### src/rtl/vss_pkg.sv
// shared types, codes and helpers of the voice session sequencer
`default_nettype none

package vss_pkg;

  localparam int unsigned EvW    = 5;
  localparam int unsigned PhaseW = 4;
  localparam int unsigned ActW   = 4;
  localparam int unsigned WordW  = 32;

  localparam logic [EvW-1:0] EV_DISABLE   = 5'd0;
  localparam logic [EvW-1:0] EV_FAULT     = 5'd1;
  localparam logic [EvW-1:0] EV_CANCEL    = 5'd2;
  localparam logic [EvW-1:0] EV_FAILURE   = 5'd3;
  localparam logic [EvW-1:0] EV_TIMEOUT   = 5'd4;
  localparam logic [EvW-1:0] EV_ENABLE    = 5'd5;
  localparam logic [EvW-1:0] EV_FE_READY  = 5'd6;
  localparam logic [EvW-1:0] EV_WAKE      = 5'd7;
  localparam logic [EvW-1:0] EV_PTT_BEGIN = 5'd8;
  localparam logic [EvW-1:0] EV_REC_START = 5'd9;
  localparam logic [EvW-1:0] EV_UTT_READY = 5'd10;
  localparam logic [EvW-1:0] EV_PTT_END   = 5'd11;
  localparam logic [EvW-1:0] EV_UPLOADING = 5'd12;
  localparam logic [EvW-1:0] EV_CLOUD     = 5'd13;
  localparam logic [EvW-1:0] EV_PARSED    = 5'd14;
  localparam logic [EvW-1:0] EV_ACCEPTED  = 5'd15;
  localparam logic [EvW-1:0] EV_REJECTED  = 5'd16;
  localparam logic [EvW-1:0] EV_PLAY_DONE = 5'd17;

  localparam logic [PhaseW-1:0] PH_DISABLED = 4'd0;
  localparam logic [PhaseW-1:0] PH_IDLE     = 4'd1;
  localparam logic [PhaseW-1:0] PH_LISTEN   = 4'd2;
  localparam logic [PhaseW-1:0] PH_WAKE     = 4'd3;
  localparam logic [PhaseW-1:0] PH_RECORD   = 4'd4;
  localparam logic [PhaseW-1:0] PH_UPLOAD   = 4'd5;
  localparam logic [PhaseW-1:0] PH_WAIT     = 4'd6;
  localparam logic [PhaseW-1:0] PH_PARSE    = 4'd7;
  localparam logic [PhaseW-1:0] PH_SUBMIT   = 4'd8;
  localparam logic [PhaseW-1:0] PH_SPEAK    = 4'd9;
  localparam logic [PhaseW-1:0] PH_ERROR    = 4'd10;

  localparam logic [ActW-1:0] ACT_NONE     = 4'd0;
  localparam logic [ActW-1:0] ACT_CANCEL   = 4'd1;
  localparam logic [ActW-1:0] ACT_PLAY_ERR = 4'd2;
  localparam logic [ActW-1:0] ACT_FRONTEND = 4'd3;
  localparam logic [ActW-1:0] ACT_RECORD   = 4'd4;
  localparam logic [ActW-1:0] ACT_UPLOAD   = 4'd5;
  localparam logic [ActW-1:0] ACT_PARSE    = 4'd6;
  localparam logic [ActW-1:0] ACT_SUBMIT   = 4'd7;
  localparam logic [ActW-1:0] ACT_PLAY_OK  = 4'd8;
  localparam logic [ActW-1:0] ACT_PLAY_NO  = 4'd9;

  typedef struct packed {
    logic [EvW-1:0]   event_code;
    logic [WordW-1:0] detail_word;
  } vss_in_t;

  typedef struct packed {
    logic [ActW-1:0]   action_code;
    logic [PhaseW-1:0] phase_out;
    logic              was_accepted;
    logic [WordW-1:0]  generation_out;
    logic [WordW-1:0]  utterance_out;
    logic [WordW-1:0]  error_out;
    logic              terminal_out;
  } vss_out_t;

  typedef struct packed {
    logic [PhaseW-1:0] phase;
    logic [WordW-1:0]  generation;
    logic [WordW-1:0]  utterance;
    logic [WordW-1:0]  error_detail;
    logic              terminal_flag;
  } vss_state_t;

  // counter step that skips zero on wrap
  function automatic logic [WordW-1:0] bump(input logic [WordW-1:0] v);
    logic [WordW-1:0] s;
    s = v + {{(WordW-1){1'b0}}, 1'b1};
    return (s == '0) ? {{(WordW-1){1'b0}}, 1'b1} : s;
  endfunction

endpackage

`default_nettype wire

### src/rtl/vss_in_if.sv
// input channel: event item with valid/ready handshake
`default_nettype none

interface vss_in_if;
  import vss_pkg::*;

  logic    valid;
  logic    ready;
  vss_in_t payload;

  modport source (output valid, output payload, input ready);
  modport sink (input valid, input payload, output ready);
endinterface

`default_nettype wire

### src/rtl/vss_out_if.sv
// output channel: result item with valid/ready handshake
`default_nettype none

interface vss_out_if;
  import vss_pkg::*;

  logic     valid;
  logic     ready;
  vss_out_t payload;

  modport source (output valid, output payload, input ready);
  modport sink (input valid, input payload, output ready);
endinterface

`default_nettype wire

### src/rtl/vss_step.sv
// phase transition table and counter update for one event item
`default_nettype none

module vss_step (
  input  wire vss_pkg::vss_state_t cur,
  input  wire vss_pkg::vss_in_t    item,
  output vss_pkg::vss_state_t      nxt,
  output vss_pkg::vss_out_t        res
);
  import vss_pkg::*;

  logic [ActW-1:0] act;
  logic            ok;
  logic [EvW-1:0]  ev;

  assign ev = item.event_code;

  always_comb begin
    nxt = cur;
    act = ACT_NONE;
    ok  = 1'b1;
    if (ev == EV_DISABLE) begin
      nxt.generation    = bump(cur.generation);
      nxt.terminal_flag = 1'b0;
      nxt.phase         = PH_DISABLED;
      act               = ACT_CANCEL;
    end else if (ev == EV_FAULT) begin
      nxt.error_detail  = item.detail_word;
      nxt.terminal_flag = 1'b0;
      nxt.phase         = PH_ERROR;
      act               = ACT_CANCEL;
    end else if (ev == EV_CANCEL) begin
      nxt.generation    = bump(cur.generation);
      nxt.terminal_flag = 1'b0;
      nxt.phase         = PH_IDLE;
      act               = ACT_CANCEL;
    end else if (ev == EV_FAILURE || ev == EV_TIMEOUT) begin
      nxt.error_detail  = item.detail_word;
      nxt.terminal_flag = 1'b0;
      nxt.phase         = PH_ERROR;
      act               = ACT_PLAY_ERR;
    end else if ((ev == EV_PTT_BEGIN && cur.phase inside
                  {PH_LISTEN, PH_WAIT, PH_PARSE, PH_SUBMIT, PH_SPEAK, PH_ERROR}) ||
                 (ev == EV_WAKE && cur.phase inside {PH_LISTEN, PH_ERROR})) begin
      nxt.utterance     = bump(cur.utterance);
      nxt.terminal_flag = 1'b0;
      nxt.phase         = PH_WAKE;
      act               = ACT_RECORD;
    end else if (ev == EV_PLAY_DONE && cur.phase inside {PH_SPEAK, PH_ERROR}) begin
      nxt.terminal_flag = 1'b0;
      nxt.phase         = PH_IDLE;
      act               = ACT_FRONTEND;
    end else if (cur.phase == PH_DISABLED && ev == EV_ENABLE) begin
      nxt.generation    = bump(cur.generation);
      nxt.terminal_flag = 1'b0;
      nxt.phase         = PH_IDLE;
      act               = ACT_FRONTEND;
    end else if (cur.phase == PH_IDLE && ev == EV_FE_READY) begin
      nxt.phase = PH_LISTEN;
    end else if (cur.phase == PH_WAKE && ev == EV_REC_START) begin
      nxt.phase = PH_RECORD;
    end else if (cur.phase == PH_RECORD && (ev == EV_UTT_READY || ev == EV_PTT_END)) begin
      nxt.phase = PH_UPLOAD;
      act       = ACT_UPLOAD;
    end else if (cur.phase == PH_UPLOAD && ev == EV_UPLOADING) begin
      nxt.phase = PH_WAIT;
    end else if (cur.phase == PH_WAIT && ev == EV_CLOUD) begin
      nxt.phase = PH_PARSE;
      act       = ACT_PARSE;
    end else if (cur.phase == PH_PARSE && ev == EV_PARSED) begin
      nxt.phase = PH_SUBMIT;
      act       = ACT_SUBMIT;
    end else if (cur.phase == PH_SUBMIT && ev == EV_ACCEPTED) begin
      nxt.terminal_flag = 1'b1;
      nxt.phase         = PH_SPEAK;
      act               = ACT_PLAY_OK;
    end else if (cur.phase == PH_SUBMIT && ev == EV_REJECTED) begin
      nxt.terminal_flag = 1'b1;
      nxt.phase         = PH_SPEAK;
      act               = ACT_PLAY_NO;
    end else begin
      ok = 1'b0;
    end
  end

  always_comb begin
    res.action_code    = act;
    res.phase_out      = nxt.phase;
    res.was_accepted   = ok;
    res.generation_out = nxt.generation;
    res.utterance_out  = nxt.utterance;
    res.error_out      = nxt.error_detail;
    res.terminal_out   = nxt.terminal_flag;
  end

endmodule

`default_nettype wire

### src/rtl/voice_session_sequencer.sv
// top level of the voice session sequencer
`default_nettype none

// The sequencer takes one event item per clock cycle and returns exactly one
// result item for each, in the cycle after the event is accepted. The session
// state (phase, generation and utterance counters, error word, terminal flag)
// is updated in the same cycle that the event is accepted, so consecutive
// events chain with no gap. The result sits in an output register; in_item
// stays ready while that register is empty or being taken in the same cycle,
// so a stalled consumer holds back new events only while its result waits.
// Rejected events return action none with the state unchanged.

module voice_session_sequencer (
  input  wire logic clk,
  input  wire logic rst,
  vss_in_if.sink    in_item,
  vss_out_if.source out_item
);
  import vss_pkg::*;

  vss_state_t state;
  vss_state_t state_next;
  vss_out_t   result;
  vss_out_t   res_next;
  logic       res_valid;
  logic       take;

  vss_step u_step (
    .cur  (state),
    .item (in_item.payload),
    .nxt  (state_next),
    .res  (res_next)
  );

  assign in_item.ready    = !res_valid || out_item.ready;
  assign take             = in_item.valid && in_item.ready;
  assign out_item.valid   = res_valid;
  assign out_item.payload = result;

  always_ff @(posedge clk) begin
    if (rst) begin
      state.phase         <= PH_DISABLED;
      state.generation    <= '0;
      state.utterance     <= '0;
      state.error_detail  <= '0;
      state.terminal_flag <= 1'b0;
      res_valid           <= 1'b0;
    end else begin
      if (take) begin
        state     <= state_next;
        res_valid <= 1'b1;
      end else if (out_item.ready) begin
        res_valid <= 1'b0;
      end
    end
  end

  always_ff @(posedge clk) begin
    if (take) begin
      result <= res_next;
    end
  end

endmodule

`default_nettype wire

### src/flat_wrapper.sv
// flat-port wrapper written by rule: the top's interface ports become plain ports
module voice_session_sequencer_flat import vss_pkg::*;
  (clk, rst, in_item_valid, in_item_payload, in_item_ready, out_item_valid, out_item_payload, out_item_ready);
  vss_in_if in_item_i ();
  vss_out_if out_item_i ();
  input  wire logic clk;
  input  wire logic rst;
  input wire logic [$bits(in_item_i.valid)-1:0] in_item_valid;
  input wire logic [$bits(in_item_i.payload)-1:0] in_item_payload;
  output wire logic [$bits(in_item_i.ready)-1:0] in_item_ready;
  output wire logic [$bits(out_item_i.valid)-1:0] out_item_valid;
  output wire logic [$bits(out_item_i.payload)-1:0] out_item_payload;
  input wire logic [$bits(out_item_i.ready)-1:0] out_item_ready;
  assign in_item_i.valid = in_item_valid;
  assign in_item_i.payload = in_item_payload;
  assign in_item_ready = in_item_i.ready;
  assign out_item_valid = out_item_i.valid;
  assign out_item_payload = out_item_i.payload;
  assign out_item_i.ready = out_item_ready;
  voice_session_sequencer u_core (.clk(clk), .rst(rst), .in_item(in_item_i), .out_item(out_item_i));
endmodule
### config.mk
export PLATFORM = sky130hd
export DESIGN_NAME = voice_session_sequencer_flat
export DESIGN_NICKNAME = d
export VERILOG_FILES = /design/src/rtl/vss_pkg.sv /design/src/rtl/vss_in_if.sv /design/src/rtl/vss_out_if.sv /design/src/rtl/vss_step.sv /design/src/rtl/voice_session_sequencer.sv /design/src/flat_wrapper.sv
export SDC_FILE = /design/constraint.sdc
export NUM_CORES = 1
export LEC_CHECK = 0
export BUFFER_PORTS_ARGS = -buffer_cell sky130_fd_sc_hd__buf_2
export CAP_MARGIN = 20
export CORE_MARGIN = 10
export CORE_UTILIZATION = 40
export DETAILED_ROUTE_END_ITERATION = 10
export PLACE_DENSITY = 0.67
export SKIP_LAST_GASP = 1
export SLEW_MARGIN = 40
export SYNTH_ARGS = -nofsm -noshare
export SYNTH_HDL_FRONTEND = slang
export SYNTH_SLANG_ARGS = --single-unit
### constraint.sdc
create_clock -name clk -period 6.8 [get_ports clk]
set_input_delay 1.36 -clock clk [delete_from_list [all_inputs] [get_ports clk]]
set_output_delay 1.36 -clock clk [all_outputs]
set_load 0.05 [all_outputs]
==> results.json <==
{
  "syn_area_um2": 10600,
  "routed-via-count": 8516,
  "drt_wl_total_um": 26800,
  "hp-class": "reg -> reg",
  "yosysSeqAreaShare_pct": 49.2,
  "rsz0062_at_grt": "no",
  "fin_crit_sh_pct": 53.1,
  "maxCapViolCount": 0,
  "cp_slowest_cell": "or4_1",
  "mostFrequentLayoutCell": "nand2_1",
  "total_leakage_power_nw": 4.58,
  "hold_viol_final": 0,
  "start_util_pct": 40.8,
  "slew_headroom_pct": 47.3,
  "status": "completed",
  "yosysWarnings": 0,
  "worst_setup_path_start_kind": "flip-flop",
  "synthTopCellsByArea": "edfxtp_1 30%, dfxtp_1 19%, nand2_1 6.1%",
  "syn_inst": 1139,
  "synthFlopType": "edfxtp_1",
  "placed_area_um2": 11500,
  "path_buf_inv": 0,
  "antenna_found_initial": 0,
  "final_cell_mix": "174 x nand2_1, 147 x buf_2, 106 x edfxtp_1",
  "drtIter0Drc": 594,
  "crit_required_ps": 7000,
  "cts-resized-gates": 0,
  "cts_num_sinks": 208,
  "postCtsSetupBuffers": 0,
  "end_kind": "flip-flop",
  "setup-tns-final_ps": 0,
  "clockBufferDepth": 3,
  "fillers": 2431,
  "synth_top_area_cell": "edfxtp_1",
  "synth_fp_nets": 1182,
  "die_h_um": 183,
  "core_area_um2": 26100,
  "grt_util_met2_pct": 23.4,
  "antennaDiodeCount": 0,
  "setup_viol": 0,
  "synth_top_area_share_pct": 30.0,
  "area_growth_pct": 15.6,
  "rows": 59,
  "async_flop_share_pct": 0,
  "grt_use_met3_pct": 3.90,
  "fp.dieW_um": 183,
  "cp.arrival_ps": 3810,
  "synth_edf_count": 106,
  "grt_use_total_pct": 15.1,
  "gp_congestion": 0.888,
  "synth.distinct_cells": 61,
  "numCtsBuffers": 22,
  "finalInstanceArea_um2": 12300,
  "critical_path_peak_fanout": 9,
  "syn_avg_cell_area_um2": 9.32,
  "route.detailed.drc": 0,
  "total_power_mw": 2.91,
  "io_buffers": 148,
  "via_per_inst": 5.40,
  "drt_pass1_iterations": 5,
  "critPathMaxStageDelay_ps": 760,
  "drive_gt1_share_pct": 19.8,
  "clock_skew_ps": 11.6,
  "nets": 1268,
  "io-pin-count": 149,
  "cts_hold_buf": 0,
  "drv_slew": 0,
  "fin_util_pct": 47.1,
  "grt_pass1_vias": 8041,
  "critPathKind": "reg -> reg",
  "clk_latency_ps": 510,
  "grt_max_degree": 79,
  "tightest_slew_ps": 783,
  "p_per_area_nw_per_um2": 237,
  "cts.clk_slew.worst_paths_ps": 60,
  "worstPathCellList": "ha_1 -> nand4_1 -> or4_1 -> nor3_1 -> xnor2_1 -> o2111ai_1 -> nor4_1 -> a31oi_1",
  "hpwlAfterDp_um": 18300,
  "met1_usage_pct": 20.9,
  "dieArea_um2": 33500,
  "period_needed_ps": 3610,
  "crit_family": "simple AND/OR/NAND/NOR gates",
  "overflow": 0,
  "root_buffer": "clkbuf_16",
  "antenna_left": 0,
  "grt_pass1_wl_um": 42800,
  "htreeDepth": 1,
  "ys_seq_elements": 208,
  "vdd_drop_max_v": 0.000248,
  "max_freq_mhz": 277,
  "wl_per_cell_um": 17.0,
  "cts_tree": "done",
  "grt-busiest-layer": "met2"
}
## worst reg2reg max path: stages (launching register included)
cell	delay [ps]
dfxtp_1	500
ha_1	360
nand4_1	200
or4_1	760
nor3_1	310
xnor2_1	170
o2111ai_1	150
nor4_1	640
a31oi_1	230
## flip-flops by register name (all words and copies together), names as in the netlist
| name | cells |
|---|---|
| u_core.out_item.payload | 106 |
| u_core.out_item.valid | 1 |
| u_core.state | 101 |
## per-stage QoR
step | hold WS, ps | setup WS, ps | cells
2_1_floorplan | 433 | 1090 | 1139
4_1_cts | 453 | 3170 | 1576
5_1_grt | 473 | 2990 | 1576
3_5_place_dp | 443 | 2750 | 1536
6_report | 452 | 3190 | 1576
3_3_place_gp | 439 | 2830 | 1536
## layer usage
metal | part of all wire [%] | vias up
met5 | 0 | -
met3 | 8.4 | 17
met1 | 47 | 4084
li1 | - | 4165
met2 | 44 | 250
met4 | 0.91 | 0
## logic make-up after synthesis
| group | count (synthesis) | synth area share [%] |
|---|---|---|
| xor gates and xnor gates | 131 | 10.8 |
| and+or+nand+nor | 494 | 22.7 |
| adders and majority gates | 2 | 0.236 |
| buffers and inverters | 107 | 4.04 |
| AOI/OAI and AO/OA | 164 | 9.50 |
| DFF | 208 | 49.2 |
| muxes | 33 | 3.49 |
## final cells by class
| type | count | area, µm² | area share (%) |
|---|---|---|---|
| Multi-Input combinational cell | 824 | 4990 | 40.7 |
| Timing Repair Buffer | 156 | 807 | 6.57 |
| Inverter | 13 | 53.8 | 0.438 |
| Clock buffer | 30 | 652 | 5.31 |
| Sequential cell | 208 | 5230 | 42.6 |
| Tap cell | 335 | 419 | 3.41 |
| Clock inverter | 10 | 129 | 1.05 |
## cell usage after synthesis, types with 3 or more instances
cell type and n:
edfxtp_1 106, or4_1 6, o31a_1 4, o21ai_0 33, nand3b_1 4, a211oi_1 8, and3_1 9, a21oi_1 72
dfxtp_1 102, nand2_1 174, a31o_2 4, nand3_1 38, and2_1 11, xor2_1 69, a22oi_1 3, mux2_2 32
nor3_1 31, or3_1 36, and4_1 8, a31oi_1 4, buf_1 6, a21o_1 3, buf_2 16, xnor2_1 62
clkbuf_1 71, nor2_1 103, nor2b_1 8, nor4_1 11, inv_1 13, nand4_1 32, or2_2 4, o2111ai_1 4
nand2b_1 4, o21a_1 3, o211ai_1 6, a211o_1 4
## path summary, 6_finish.rpt
path | start | end | slack (ps) | cells after the start
hold reg to reg | u_core.state[8] | u_core.state[8] | 450 | 2
setup / recovery | u_core.state[65] | u_core.out_item.payload[66] | 3190 | 8
hold / removal | u_core.state[8] | u_core.state[8] | 450 | 2
setup reg to reg | u_core.state[65] | u_core.out_item.payload[66] | 3190 | 8
## where the power goes
part / switching, mW / internal, mW
Sequential: 0.0154 / 1.36
Clock: 0.491 / 0.784
Combinational: 0.210 / 0.0549
Total: 0.717 / 2.20
Note: power is estimated with default switching activity, not from simulation.
